<file path="config.mk">
export PLATFORM = sky130hd
export DESIGN_NAME = servo_bus_packet_framer
export DESIGN_NICKNAME = d
export VERILOG_FILES = /design/src/sv/sbpf_pkg.sv /design/src/sv/sbpf_front.sv /design/src/sv/sbpf_job_q.sv /design/src/sv/sbpf_back.sv /design/src/sv/servo_bus_packet_framer.sv
export SDC_FILE = /design/constraint.sdc
export NUM_CORES = 1
export LEC_CHECK = 0
export ABC_AREA = 0
export ABC_CLOCK_PERIOD_IN_PS = 8630
export CAP_MARGIN = 10
export CORE_UTILIZATION = 68
export CTS_CLUSTER_SIZE = 25
export DETAILED_ROUTE_END_ITERATION = 8
export DONT_BUFFER_PORTS = 1
export PLACE_DENSITY = 0.84
export SYNTH_ARGS = -nofsm -noshare
export SYNTH_HDL_FRONTEND = slang
export SYNTH_HIERARCHICAL = 1
export SYNTH_SLANG_ARGS = --single-unit
</file>
<file path="constraint.sdc">
create_clock -name clock -period 8.63 [get_ports clock]
set_input_delay 0.863 -clock clock [delete_from_list [all_inputs] [get_ports clock]]
set_output_delay 0.863 -clock clock [all_outputs]
set_load 0.02 [all_outputs]
</file>
<file path="src/sv/sbpf_pkg.sv">
// ----------------------------------------------------------------------------
// sbpf_pkg
// Types and constants shared by the servo bus packet framer modules.
// ----------------------------------------------------------------------------
package sbpf_pkg;

   localparam logic [7:0] HDR_BYTE  = 8'hFF;
   localparam logic [7:0] LEN_EXTRA = 8'd2;

   // job queue between front and back
   localparam int JOBQ_AW    = 2;
   localparam int JOBQ_DEPTH = 1 << JOBQ_AW;

   typedef struct packed {
      logic [7:0] target_id;
      logic [7:0] instruction;
      logic [7:0] param_count;
      logic [7:0] param_byte;
   } req_type;

   typedef struct packed {
      logic [7:0] tx_byte;
      logic       run_last;
      logic       packet_end;
   } rsp_type;

   // one classified item: which bytes to send and their values
   typedef struct packed {
      logic       hdr;
      logic       has_par;
      logic       has_cks;
      logic [7:0] id;
      logic [7:0] len;
      logic [7:0] ins;
      logic [7:0] par;
      logic [7:0] cks;
   } job_type;

endpackage

</file>
<file path="src/sv/sbpf_front.sv">
// ----------------------------------------------------------------------------
// sbpf_front
// Classifies each input beat as packet start or continuation, keeps the
// packet state and the running checksum, and builds one job per beat.
// ----------------------------------------------------------------------------
module sbpf_front (
   input  logic             clock,
   input  logic             reset,
   input  sbpf_pkg::req_type req_data,
   input  logic             req_accept,
   output sbpf_pkg::job_type job
);

   logic       in_packet_ff, in_packet_in;
   logic [7:0] params_left_ff, params_left_in;
   logic [7:0] running_sum_ff, running_sum_in;

   logic       first;
   logic       has_par;
   logic [7:0] len;
   logic [7:0] base_sum;
   logic [7:0] sum;
   logic [7:0] left;
   logic       cks_now;

   always_comb begin
      first    = !in_packet_ff;
      len      = req_data.param_count + sbpf_pkg::LEN_EXTRA;
      base_sum = req_data.target_id + len + req_data.instruction;
      if (first) begin
         has_par = (req_data.param_count != 8'd0);
         sum     = has_par ? base_sum + req_data.param_byte : base_sum;
         left    = req_data.param_count - 8'd1;
         cks_now = !has_par || (left == 8'd0);
      end else begin
         has_par = 1'b1;
         sum     = running_sum_ff + req_data.param_byte;
         left    = params_left_ff - 8'd1;
         cks_now = (left == 8'd0);
      end

      job.hdr     = first;
      job.has_par = has_par;
      job.has_cks = cks_now;
      job.id      = req_data.target_id;
      job.len     = len;
      job.ins     = req_data.instruction;
      job.par     = req_data.param_byte;
      job.cks     = ~sum;

      in_packet_in   = in_packet_ff;
      params_left_in = params_left_ff;
      running_sum_in = running_sum_ff;
      if (req_accept) begin
         running_sum_in = sum;
         if (cks_now) begin
            in_packet_in   = 1'b0;
            params_left_in = 8'd0;
         end else begin
            in_packet_in   = 1'b1;
            params_left_in = left;
         end
      end
   end

   always_ff @(posedge clock) begin
      if (reset) begin
         in_packet_ff   <= 1'b0;
         params_left_ff <= 8'd0;
         running_sum_ff <= 8'd0;
      end else begin
         in_packet_ff   <= in_packet_in;
         params_left_ff <= params_left_in;
         running_sum_ff <= running_sum_in;
      end
   end

endmodule

</file>
<file path="src/sv/sbpf_job_q.sv">
// ----------------------------------------------------------------------------
// sbpf_job_q
// Short job queue between the front and the back of the framer.
// ----------------------------------------------------------------------------
module sbpf_job_q (
   input  logic              clock,
   input  logic              reset,
   input  logic              push,
   input  sbpf_pkg::job_type push_job,
   output logic              full,
   input  logic              pop,
   output sbpf_pkg::job_type head_job,
   output logic              head_valid
);

   sbpf_pkg::job_type                mem_ff [sbpf_pkg::JOBQ_DEPTH];
   logic [sbpf_pkg::JOBQ_AW-1:0]     wr_ptr_ff, wr_ptr_in;
   logic [sbpf_pkg::JOBQ_AW-1:0]     rd_ptr_ff, rd_ptr_in;
   logic [sbpf_pkg::JOBQ_AW:0]       count_ff, count_in;
   logic                             do_push, do_pop;

   always_comb begin
      full       = (count_ff == (sbpf_pkg::JOBQ_AW+1)'(sbpf_pkg::JOBQ_DEPTH));
      head_valid = (count_ff != '0);
      head_job   = mem_ff[rd_ptr_ff];
      do_push    = push && !full;
      do_pop     = pop && head_valid;
      wr_ptr_in  = do_push ? wr_ptr_ff + 1'b1 : wr_ptr_ff;
      rd_ptr_in  = do_pop  ? rd_ptr_ff + 1'b1 : rd_ptr_ff;
      count_in   = count_ff;
      if (do_push && !do_pop) begin
         count_in = count_ff + 1'b1;
      end else if (do_pop && !do_push) begin
         count_in = count_ff - 1'b1;
      end
   end

   always_ff @(posedge clock) begin
      if (reset) begin
         wr_ptr_ff <= '0;
         rd_ptr_ff <= '0;
         count_ff  <= '0;
      end else begin
         wr_ptr_ff <= wr_ptr_in;
         rd_ptr_ff <= rd_ptr_in;
         count_ff  <= count_in;
      end
   end

   always_ff @(posedge clock) begin
      if (do_push) begin
         mem_ff[wr_ptr_ff] <= push_job;
      end
   end

endmodule

</file>
<file path="src/sv/sbpf_back.sv">
// ----------------------------------------------------------------------------
// sbpf_back
// Walks the head job's bytes one per cycle into the free output register.
// ----------------------------------------------------------------------------
module sbpf_back (
   input  logic              clock,
   input  logic              reset,
   input  sbpf_pkg::job_type job,
   input  logic              job_valid,
   output logic              job_pop,
   output sbpf_pkg::rsp_type rsp_data,
   output logic              rsp_empty,
   input  logic              rsp_pop
);

   typedef enum logic [2:0] {
      ST_FF1,
      ST_FF2,
      ST_ID,
      ST_LEN,
      ST_INS,
      ST_PAR,
      ST_CKS
   } step_type;

   step_type          step_ff, step_in;
   logic              started_ff, started_in;
   logic              out_valid_ff, out_valid_in;
   sbpf_pkg::rsp_type rsp_ff, rsp_in;

   step_type   cur;
   step_type   nxt;
   logic [7:0] cur_byte;
   logic       last;
   logic       advance;

   always_comb begin
      cur = started_ff ? step_ff : (job.hdr ? ST_FF1 : ST_PAR);
      cur_byte = sbpf_pkg::HDR_BYTE;
      last     = 1'b0;
      nxt      = ST_CKS;
      case (cur)
         ST_FF1: begin
            cur_byte = sbpf_pkg::HDR_BYTE;
            nxt      = ST_FF2;
         end
         ST_FF2: begin
            cur_byte = sbpf_pkg::HDR_BYTE;
            nxt      = ST_ID;
         end
         ST_ID: begin
            cur_byte = job.id;
            nxt      = ST_LEN;
         end
         ST_LEN: begin
            cur_byte = job.len;
            nxt      = ST_INS;
         end
         ST_INS: begin
            cur_byte = job.ins;
            nxt      = job.has_par ? ST_PAR : ST_CKS;
         end
         ST_PAR: begin
            cur_byte = job.par;
            last     = !job.has_cks;
            nxt      = ST_CKS;
         end
         ST_CKS: begin
            cur_byte = job.cks;
            last     = 1'b1;
            nxt      = ST_CKS;
         end
         default: begin
            cur_byte = sbpf_pkg::HDR_BYTE;
            last     = 1'b1;
            nxt      = ST_CKS;
         end
      endcase

      // output register takes a new beat when free or being drained
      advance = job_valid && (!out_valid_ff || rsp_pop);
      job_pop = advance && last;

      out_valid_in = out_valid_ff;
      if (advance) begin
         out_valid_in = 1'b1;
      end else if (rsp_pop) begin
         out_valid_in = 1'b0;
      end

      started_in = started_ff;
      step_in    = step_ff;
      if (advance) begin
         started_in = !last;
         step_in    = nxt;
      end

      rsp_in = rsp_ff;
      if (advance) begin
         rsp_in.tx_byte    = cur_byte;
         rsp_in.run_last   = last;
         rsp_in.packet_end = (cur == ST_CKS);
      end
   end

   always_ff @(posedge clock) begin
      if (reset) begin
         step_ff      <= ST_FF1;
         started_ff   <= 1'b0;
         out_valid_ff <= 1'b0;
      end else begin
         step_ff      <= step_in;
         started_ff   <= started_in;
         out_valid_ff <= out_valid_in;
      end
      rsp_ff <= rsp_in;
   end

   assign rsp_data  = rsp_ff;
   assign rsp_empty = !out_valid_ff;

endmodule

</file>
<file path="src/sv/servo_bus_packet_framer.sv">
// ----------------------------------------------------------------------------
// servo_bus_packet_framer
// Frames servo bus command packets: header, id, length, instruction,
// parameter bytes and inverted checksum, one byte per result beat.
//
//   channel   ports                         beat
//   req       req_push, req_full, req_data  one parameter byte (+ header on start)
//   rsp       rsp_pop, rsp_empty, rsp_data  one byte on the wire
//
// The result side sends one byte per cycle while rsp_pop drains it. A packet's
// first item also sends the header, id, length and instruction bytes; any item
// may end with the checksum. The front classifies one item per cycle into a
// 4-deep job queue while it is not full, so items are taken while earlier
// bytes still drain. Synchronous reset empties the queue and the output register.
// ----------------------------------------------------------------------------
module servo_bus_packet_framer (
   input  logic              clock,
   input  logic              reset,
   input  logic              req_push,
   output logic              req_full,
   input  sbpf_pkg::req_type req_data,
   output logic              rsp_empty,
   input  logic              rsp_pop,
   output sbpf_pkg::rsp_type rsp_data
);

   sbpf_pkg::job_type front_job;
   sbpf_pkg::job_type head_job;
   logic              head_valid;
   logic              head_pop;
   logic              req_accept;

   assign req_accept = req_push && !req_full;

   sbpf_front u_front (
      .clock      (clock),
      .reset      (reset),
      .req_data   (req_data),
      .req_accept (req_accept),
      .job        (front_job)
   );

   sbpf_job_q u_job_q (
      .clock      (clock),
      .reset      (reset),
      .push       (req_push),
      .push_job   (front_job),
      .full       (req_full),
      .pop        (head_pop),
      .head_job   (head_job),
      .head_valid (head_valid)
   );

   sbpf_back u_back (
      .clock     (clock),
      .reset     (reset),
      .job       (head_job),
      .job_valid (head_valid),
      .job_pop   (head_pop),
      .rsp_data  (rsp_data),
      .rsp_empty (rsp_empty),
      .rsp_pop   (rsp_pop)
   );

endmodule
</file>
# Word level (Yosys, flattened, before mapping)

Memory sizes are Yosys's and may differ from the RTL's. A register that Yosys moved wholly into a read port is not among the register bits.
Index checks and enable logic that the tools add are counted.

Input port bits: 36
RAM bits: 172
Bits in registers: 39
Word-level logic and storage cells: 77
Output and inout port bits: 12
Memories: 1

Reduce and logical (&&, ||, !) cells: 24
Muxes and demuxes: 21
$add $sub $neg: 11
Eq/ne operators: 7
Bitwise logic cells: 1

Memory list:

| memory         | words | bits a word | read ports | clocked after memory_dff | write ports | line             | source |
|---|---|---|---|---|---|---|---|
| u_job_q.mem_ff | 4     | 43          | 1          | 1                        | 1           | sbpf_job_q.sv:16 | `sbpf_pkg::job_type mem_ff [sbpf_pkg::JOBQ_DEPTH];` |

Operators with widths:

| kind                                              | number |
|---|---|
| one-hot mux 8 bit (5 select lines)                | 1 |
| adder 8 bit                                       | 4 |
| 2-to-1 mux 8 bit                                  | 4 |
| zero test 8 bit                                   | 2 |
| subtractor 8 x 1 -> 8 bit (second input constant) | 2 |
| one-hot mux 3 bit (5 select lines)                | 1 |
| == test 3 bit (second input constant)             | 4 |
| 2-to-1 mux 3 bit                                  | 4 |
| adder 8 x 2 -> 8 bit (second input constant)      | 1 |
| zero test 1 bit                                   | 8 |
| NOT 8 bit                                         | 1 |
| nonzero test 8 bit                                | 1 |
| 2-to-1 mux 1 bit                                  | 7 |
| == test 3 x 2 -> 1 bit (second input constant)    | 2 |
| logical AND 1 bit                                 | 6 |
| 2-to-1 mux 2 bit                                  | 3 |
| OR reduction 5 bit                                | 1 |
| adder 2 x 1 -> 2 bit (second input constant)      | 2 |
| nonzero test 2 bit                                | 2 |
| adder 3 x 1 -> 3 bit (second input constant)      | 1 |
| == test 3 x 1 -> 1 bit (second input constant)    | 1 |
| zero test 3 bit                                   | 1 |
| nonzero test 3 bit                                | 1 |
| subtractor 3 x 1 -> 3 bit (second input constant) | 1 |
| 2 further kinds                                   | 3 |

# Longest topological paths before layout

Gate-level depths: netlist of run 1.

Depth in word-level cells: 10
Mapped depth: 18
Depth with buffers taken out: 18

# By module

Netlist of run 1, hierarchy kept.

By module, submodules not included:

| module                  | cells each | instances | area an instance (sq um) |
|---|---|---|---|
| sbpf_job_q              | 273        | 1         | 6,720.2 |
| sbpf_front              | 297        | 1         | 2,467.4 |
| sbpf_back               | 113        | 1         | 1,034.7 |
| servo_bus_packet_framer | 1          | 1         | 13.8 |

# Worst setup path after synthesis of run 1

No wires, ideal clock.

Path type: input -> register
Start: in req_data[9] (netlist name)
End: mem u_job_q/mem_ff[0][7] (netlist name), data pin
Cell stages on the path: 16
Setup slack: 4.126 ns
Arrival time: 4.329 ns
Path through: inv_1 ha_1 fa_1 ha_1 a21o_1 a21oi_1 o21bai_1 a21oi_1 xor2_1 inv_1 ha_1 nand2_1 o31ai_1 mux2i_1 xnor3_2 o21ai_1

RTL lines:

| element     | line                          | source |
|---|---|---|
| from (decl) | servo_bus_packet_framer.sv:21 | `input sbpf_pkg::req_type req_data,` |
| to (decl)   | sbpf_job_q.sv:16              |  |

==> flow_summary.json, run 1 <==
{
  "status": "finished clean",
  "synth_mux_area_share_pct": 11.0,
  "core-area_sq_um": 14600,
  "vdd_drop_max_mv": 0.183,
  "grt_pass1_vias": 5775,
  "grt_setup_unrepaired": "false",
  "cts_max_path_buffers": 3,
  "path_cells": "inv_1 -> ha_1 -> fa_1 -> ha_1 -> a21o_1 -> a21oi_1 -> o21bai_1 -> a21oi_1 -> xor2_1 -> inv_1 -> ha_1 -> nand2_1 -> o31ai_1 -> mux2i_1 -> xnor3_2 -> o21ai_1",
  "fin_tns_setup_ns": 0,
  "drt-initial-drc-count": 649,
  "async_flop_share_pct": 0,
  "clkSinkCount": 213,
  "path_buf_inv": 2,
  "synth-main-ff-cell": "edfxtp_1",
  "htree_levels": 1,
  "cts.repair.resized": 0,
  "slew_headroom_pct": 42.6,
  "synth_top_family_by_area": "multiplexers",
  "firstDrtPassIters": 5,
  "critPathMaxFanout": 9,
  "antenna_left": 0,
  "cp.required_ns": 8.94,
  "die_area_sq_um": 15500,
  "synth_top_area_share_pct": 53.4,
  "start_kind": "primary input",
  "p_per_area_nw_per_um2": 308,
  "syn-mean-instance-area_sq_um": 15.0,
  "drive_gt1_share_pct": 18.0,
  "port_buffers": 0,
  "start_util_pct": 70.2,
  "syn_nets": 763,
  "fillCellCount": 815,
  "via_per_inst": 6.64,
  "max_freq_mhz": 221,
  "fin_nets": 738,
  "path_clk_slew_ns": 0.06,
  "std_cell_rows": 44,
  "syn-cell-area_sq_um": 10200,
  "crit_top_cell": "ha_1",
  "final.setup_skew_ns": 0.0152,
  "synthToLayoutAreaGrowth_pct": 5.95,
  "hold_path.class": "primary input to register",
  "path_class": "primary input to register",
  "io_pins": 48,
  "postCtsSetupRepairBufs": 0,
  "grt_usage_pct": 27.3,
  "cts_tree": "done",
  "antenna_found_initial": 0,
  "worstMarginPinSlew_ns": 0.861,
  "maxCapViolCount": 0,
  "crit_path_end_kind": "register",
  "utilization_pct": 74.3,
  "synth_enable_flop_cells": 182,
  "fp.dieH_um": 125,
  "ctsHoldBuffers": 0,
  "die_w_um": 125,
  "ys_seq_elements": 213,
  "synth_xor_area_share_pct": 3.73,
  "hold_violations": 0,
  "ys_seq_area_share_pct": 59.5,
  "num_antenna_cells": 0,
  "timing.rr.end": "u_job_q/count_ff[2]",
  "synthTopCellsByArea": "edfxtp_1 (53%), mux4_2 (9.5%), dfxtp_1 (6.1%)",
  "vias": 5713,
  "dp_hpwl_um": 13000,
  "synthSimpleGateAreaFrac_pct": 6.52,
  "finalCritPeriodShare_pct": 52.5,
  "route.detailed.drc": 0,
  "clock-root-buffer": "clkbuf_16",
  "r2r_cells": 12,
  "final-setup-viol-count": 0,
  "grt_max_degree": 44,
  "cp_slowest_stage_delay_ns": 0.50,
  "netlist_instances": 684,
  "hold_depth": 1,
  "yosysTopAreaCell": "edfxtp_1",
  "synthAdderAreaFrac_pct": 6.06,
  "hold_start": "reset",
  "ys_types": 68,
  "crit_arrival_ns": 4.84,
  "grt_pass1_wl_um": 32300,
  "gp_congestion": 0.838,
  "regToRegSetupSlack_ns": 5.07,
  "synth-compound-area-share_pct": 7.65,
  "cts_buffers": 23,
  "grt_overflow": 0,
  "clock_latency_ns": 0.51,
  "wl_per_cell_um": 23.7,
  "p_leak_nw": 3.71,
  "crit_slowest_cell": "fa_1",
  "yosysWarnings": 6,
  "slew_viol_final": 0,
  "finalCriticalPeriod_ns": 4.53,
  "routed_wl_um": 20400,
  "cp_top_family": "adder cells"
}
-- placed cells by master, fill, tap and decap left out, drive strengths merged, types with 14 or more instances in the layout --
cell type	netlist	final
ha	32	32
xor2	14	14
xnor2	26	26
inv	30	32
nor2	30	30
edfxtp	182	182
mux4	43	43
o21ai	24	24
clkbuf	7	26
a21oi	42	42
nand2b	15	15
dfxtp	31	31
nand2	39	39
-- logic make-up (layout without fill, tap and decap cells) --
family | after synthesis | after routing
flip-flops | 213 | 213
XOR/XNOR | 41 | 41
adder cells (fa/ha/maj) | 43 | 43
multiplexers | 56 | 56
buffers and inverters | 88 | 80
AND/OR/NAND/NOR | 127 | 127
AO/OA/AOI/OAI | 116 | 116
-- area by class of cell --
class / instances / area, sq um / share of cell area (%)
Tap cell: 184 / 230 / 2.12
Clock inverter: 16 / 188 / 1.73
Timing Repair Buffer: 7 / 52.6 / 0.485
Clock buffer: 26 / 587 / 5.41
Multi-Input combinational cell: 383 / 3580 / 33.0
Sequential cell: 213 / 6090 / 56.1
Inverter: 31 / 116 / 1.07
-- synth_stat cells, types with 3 or more instances --
master,instances
buf_2,8
o2111ai_1,6
nor2b_1,3
clkbuf_1,6
a21oi_1,40
nand3_1,6
nor2_1,27
nor3_2,3
dfxtp_1,31
fa_1,11
o21ai_1,10
o21ai_0,13
buf_6,3
edfxtp_1,182
nand2_1,37
xor2_1,13
buf_12,4
nor3b_1,3
mux2i_1,6
a21o_1,7
a211oi_1,9
o22ai_1,3
nor2_2,3
xnor2_1,26
nor3_1,9
and2_1,5
a222oi_1,7
inv_1,29
o21a_1,3
buf_4,34
ha_1,32
mux2_4,5
mux4_2,43
nand2b_1,15
or3_1,3
-- how the worst max path moves through the flow --
stage / startpoint / cells past startpoint / end
3_5_place_dp: req_data[9] / 16 / u_job_q/mem_ff[2][7]
3_3_place_gp: req_data[9] / 16 / u_job_q/mem_ff[0][7]
4_1_cts: req_data[9] / 16 / u_job_q/mem_ff[0][7]
2_1_floorplan: req_data[9] / 16 / u_job_q/mem_ff[0][7]
6_report: req_data[9] / 16 / u_job_q/mem_ff[0][7]
5_1_grt: req_data[9] / 16 / u_job_q/mem_ff[3][7]
-- state kept, by name, indices dropped and copies added (netlist names), 2 cells and up, named ones only --
signal and count:
u_job_q/rd_ptr_ff 2, u_job_q/count_ff 3, u_front/params_left_ff 8, u_front/running_sum_ff 8
u_job_q/wr_ptr_ff 2, u_back/rsp_data 10, u_back/step_ff 3, u_job_q/mem_ff 172
-- layer usage --
metal  track usage [%]  vias to the layer above  routed length, um
met5                 0                        -                  0
met2              45.3                      295              10200
met1              37.9                     2873               8160
met4              7.37                        0                328
li1                  -                     2519                  -
met3              4.51                       26               1690
-- through the flow --
step           std cells  total power, mW  setup WS, ns  instance area (sq um)  hold WS (ns)
6_report             860             3.34          4.10                  10800         0.415
5_1_grt              860             3.50          3.83                  10800         0.403
4_1_cts              860             3.36          4.17                  10800         0.393
3_5_place_dp         818             2.35          3.68                  10100         0.466
3_3_place_gp         818             2.30          3.86                  10100         0.452
2_1_floorplan        684             2.18          4.13                  10200         0.449
-- where the power goes --
part / internal [mW] / switching, mW
clock: 0.611 / 0.390
combinational: 0.378 / 0.498
sequential: 1.35 / 0.122
(Power assumes the default switching activity.)
==> run 2, diff against run 1 <==
--- a/config.mk
+++ b/config.mk
@@ -5,14 +5,14 @@
 export SDC_FILE = /design/constraint.sdc
 export NUM_CORES = 1
 export LEC_CHECK = 0
-export ABC_AREA = 0
-export ABC_CLOCK_PERIOD_IN_PS = 8630
+export ABC_AREA = 1
+export ABC_CLOCK_PERIOD_IN_PS = 4000
 export CAP_MARGIN = 10
-export CORE_UTILIZATION = 68
+export CORE_UTILIZATION = 58
 export CTS_CLUSTER_SIZE = 25
 export DETAILED_ROUTE_END_ITERATION = 8
 export DONT_BUFFER_PORTS = 1
-export PLACE_DENSITY = 0.84
+export PLACE_DENSITY = 0.76
 export SYNTH_ARGS = -nofsm -noshare
 export SYNTH_HDL_FRONTEND = slang
 export SYNTH_HIERARCHICAL = 1
==> constraint.sdc (replaced) <==
create_clock -name clock -period 4 [get_ports clock]
set_input_delay 0.4 -clock clock [delete_from_list [all_inputs] [get_ports clock]]
set_output_delay 0.4 -clock clock [all_outputs]
set_load 0.02 [all_outputs]
==> run 2 against run 1 <==
Against the previous run:
- die area increased by 20%
- non-clock buffer count increased by 33
- power rose by 100%
- clock skew rose by 0.0019 ns
- final area rose by 5.6%
- flip-flop and latch count is the same
- via count is 31% higher
- register-to-register slack lost 4.1 ns
- sequential share of layout area is 3.0 points lower
- worst hold slack got worse by 0.37 ns
- routed wire length rose by 17%
- sequential power increased by 110%
- critical path type unchanged
- largest power group unchanged
- highest routed layer is now met5
==> flow_summary.json, run 2 <==
{
  "status": "finished clean",
  "slew_headroom_pct": 47.0,
  "synthTopCellsByArea": "edfxtp_1 (52%), dfxtp_1 (5.9%), nor2_1 (5.4%)",
  "grt_pass1_vias": 7057,
  "via_per_inst": 5.82,
  "synth_top_area_share_pct": 52.1,
  "grt_usage_pct": 27.0,
  "core-area_sq_um": 17500,
  "final-setup-viol-count": 0,
  "wl_met3_um": 1960,
  "worstMarginPinSlew_ns": 0.795,
  "crit_arrival_ns": 3.67,
  "grt_setup_unrepaired": "false",
  "cts_max_path_buffers": 3,
  "start_util_pct": 60.1,
  "finalCritPeriodShare_pct": 85.6,
  "fin_nets": 1123,
  "netlist_instances": 1042,
  "cts.repair.resized": 0,
  "async_flop_share_pct": 0,
  "crit_path_end_kind": "register",
  "gp_congestion": 0.956,
  "cts_buffers": 22,
  "firstDrtPassIters": 8,
  "holdWs_ns": 0.0449,
  "syn_nets": 1121,
  "port_buffers": 0,
  "path_class": "primary input to register",
  "power_mw": 6.70,
  "final.setup_skew_ns": 0.0170,
  "drt-met1-wl_um": 9680,
  "met2_wirelength_um": 11500,
  "synthToLayoutAreaGrowth_pct": 9.07,
  "crit_top_cell": "nand2_1",
  "io_pins": 48,
  "num_antenna_cells": 0,
  "critPathMaxFanout": 5,
  "largest-register": "u_job_q/mem_ff",
  "antenna_found_initial": 1,
  "hold_violations": 0,
  "vias": 7477,
  "grt_pass1_wl_um": 37500,
  "routed_wl_um": 23800,
  "htree_levels": 1,
  "utilization_pct": 65.5,
  "largest_reg_flops": 172,
  "place_ws_ns": 0.145,
  "dpl_cell_area_sq_um": 10500,
  "dp_hpwl_um": 15400,
  "p_per_area_nw_per_um2": 585,
  "clock_latency_ns": 0.51,
  "synth_enable_flop_cells": 182,
  "synth.most_common_cell": "edfxtp_1",
  "drive_gt1_share_pct": 7.45,
  "postCtsSetupRepairBufs": 0,
  "std_cell_rows": 48,
  "die_w_um": 137,
  "path_buf_inv": 2,
  "cts_tree": "done",
  "hold_path.class": "primary input to register",
  "route.detailed.drc": 0,
  "slew_viol_final": 0,
  "fin_tns_setup_ns": 0,
  "max_freq_mhz": 292,
  "path_cells": "ha_1 -> nand3_2 -> xor2_1 -> fa_1 -> ha_1 -> nand2_1 -> inv_1 -> nand4_1 -> o211ai_1 -> xor2_1 -> ha_1 -> nand2_1 -> inv_1 -> a21oi_1 -> nand2_1 -> nand2_1 -> nand3_1 -> nand3_1 -> nand3_1 -> and2_1",
  "start_kind": "primary input",
  "yosysTopAreaCell": "edfxtp_1",
  "crit_slowest_cell": "fa_1",
  "fillCellCount": 1321,
  "cp_slowest_stage_delay_ns": 0.47,
  "cp.required_ns": 4.25,
  "finalCriticalPeriod_ns": 3.43,
  "final_common_cell": "edfxtp_1",
  "grt_max_degree": 73,
  "vdd_drop_max_mv": 0.405,
  "drt-initial-drc-count": 726,
  "fin_area_sq_um": 11500,
  "ys_top_cells_by_count": "edfxtp_1 (182), nor2_1 (150), nand2_1 (138), inv_1 (113), o21ai_0 (105)",
  "fp.dieH_um": 137,
  "ys_types": 39,
  "clock-root-buffer": "clkbuf_16",
  "yosysWarnings": 6,
  "cp_top_family": "adder cells",
  "wl_per_cell_um": 18.5,
  "antenna_left": 0,
  "placed_cells": 1219,
  "syn-cell-area_sq_um": 10500,
  "grt_overflow": 0,
  "highest-signal-layer": "met5",
  "maxCapViolCount": 0,
  "fin_ws_ns": 0.575,
  "syn-mean-instance-area_sq_um": 10.1,
  "p_leak_nw": 4.54,
  "fin_cells": 1285,
  "ys_seq_elements": 213,
  "ctsHoldBuffers": 26,
  "clkSinkCount": 213,
  "die_area_sq_um": 18600,
  "ys_seq_area_share_pct": 58.0,
  "final_cell_mix": "edfxtp_1 (182), nor2_1 (146), nand2_1 (138)",
  "path_clk_slew_ns": 0.06,
  "synth-main-ff-cell": "edfxtp_1"
}
## run 2: changes by cell type after synthesis, sizes merged, moves of 20 or more
cell,delta
nand3,+39
mux4,-43
o22ai,+43
o21ai,+89
inv,+90
xnor2,-20
nor2,+124
nand2,+106
## run 2: kinds of logic (layout without fill, tap and decap cells)
kind of cell | count (synthesis) | in the layout | synth area share (%)
muxes | 1 | 1 | 0.0953
xor gates and xnor gates | 24 | 24 | 2.00
buffers and inverters | 183 | 201 | 8.26
and+or+nand+nor | 365 | 365 | 14.6
AOI/OAI and AO/OA | 213 | 213 | 11.2
adders and majority gates | 43 | 43 | 5.91
DFF | 213 | 213 | 58.0
## run 2: power by group
group / internal (mW) / leakage (nW) / switching, mW
combinational: 0.545 / 2.29 / 1.17
sequential: 2.85 / 1.92 / 0.206
clock: 1.09 / 0.329 / 0.825
## run 2: area by class of cell
type / instances / area (sq um) / share of cell area, %
flip-flops and latches: 213 / 6090 / 53.2
multi-input cells: 646 / 3580 / 31.2
clock buffers: 28 / 614 / 5.36
inverters: 121 / 454 / 3.97
repair buffers: 40 / 365 / 3.19
well taps: 225 / 282 / 2.46
clock inverters: 12 / 72.6 / 0.634
## run 2: final timing paths
| check | startpoint | to | slack (ns) | cells after the start |
|---|---|---|---|---|
| setup / recovery | req_data[9] | u_job_q/mem_ff[1][7] | 0.57 | 20 |
| hold / removal | reset | u_front/running_sum_ff[7] | 0.04 | 3 |
| setup reg to reg | register | u_job_q/count_ff[1] | 1.01 | 12 |
| hold reg to reg | u_front/params_left_ff[1] | u_front/params_left_ff[1] | 0.47 | 2 |
## run 2: worst register-to-register path, cell delays in order, from the launching register on
cell	delay, ns
dfxtp_2	0.62
inv_2	0.23
o21ai_1	0.17
o22ai_1	0.11
o21ai_2	0.25
nand3_1	0.15
a21oi_1	0.25
nand2_1	0.16
ha_1	0.23
inv_1	0.09
fa_1	0.41
o21ai_0	0.18
nor2_1	0.05
## run 2: per-layer routing
layer / global-route usage [%] / up-vias
li1: - / 3552
met1: 34.9 / 3535
met2: 45.0 / 330
met3: 5.41 / 58
met4: 9.69 / 2
met5: 0 / -
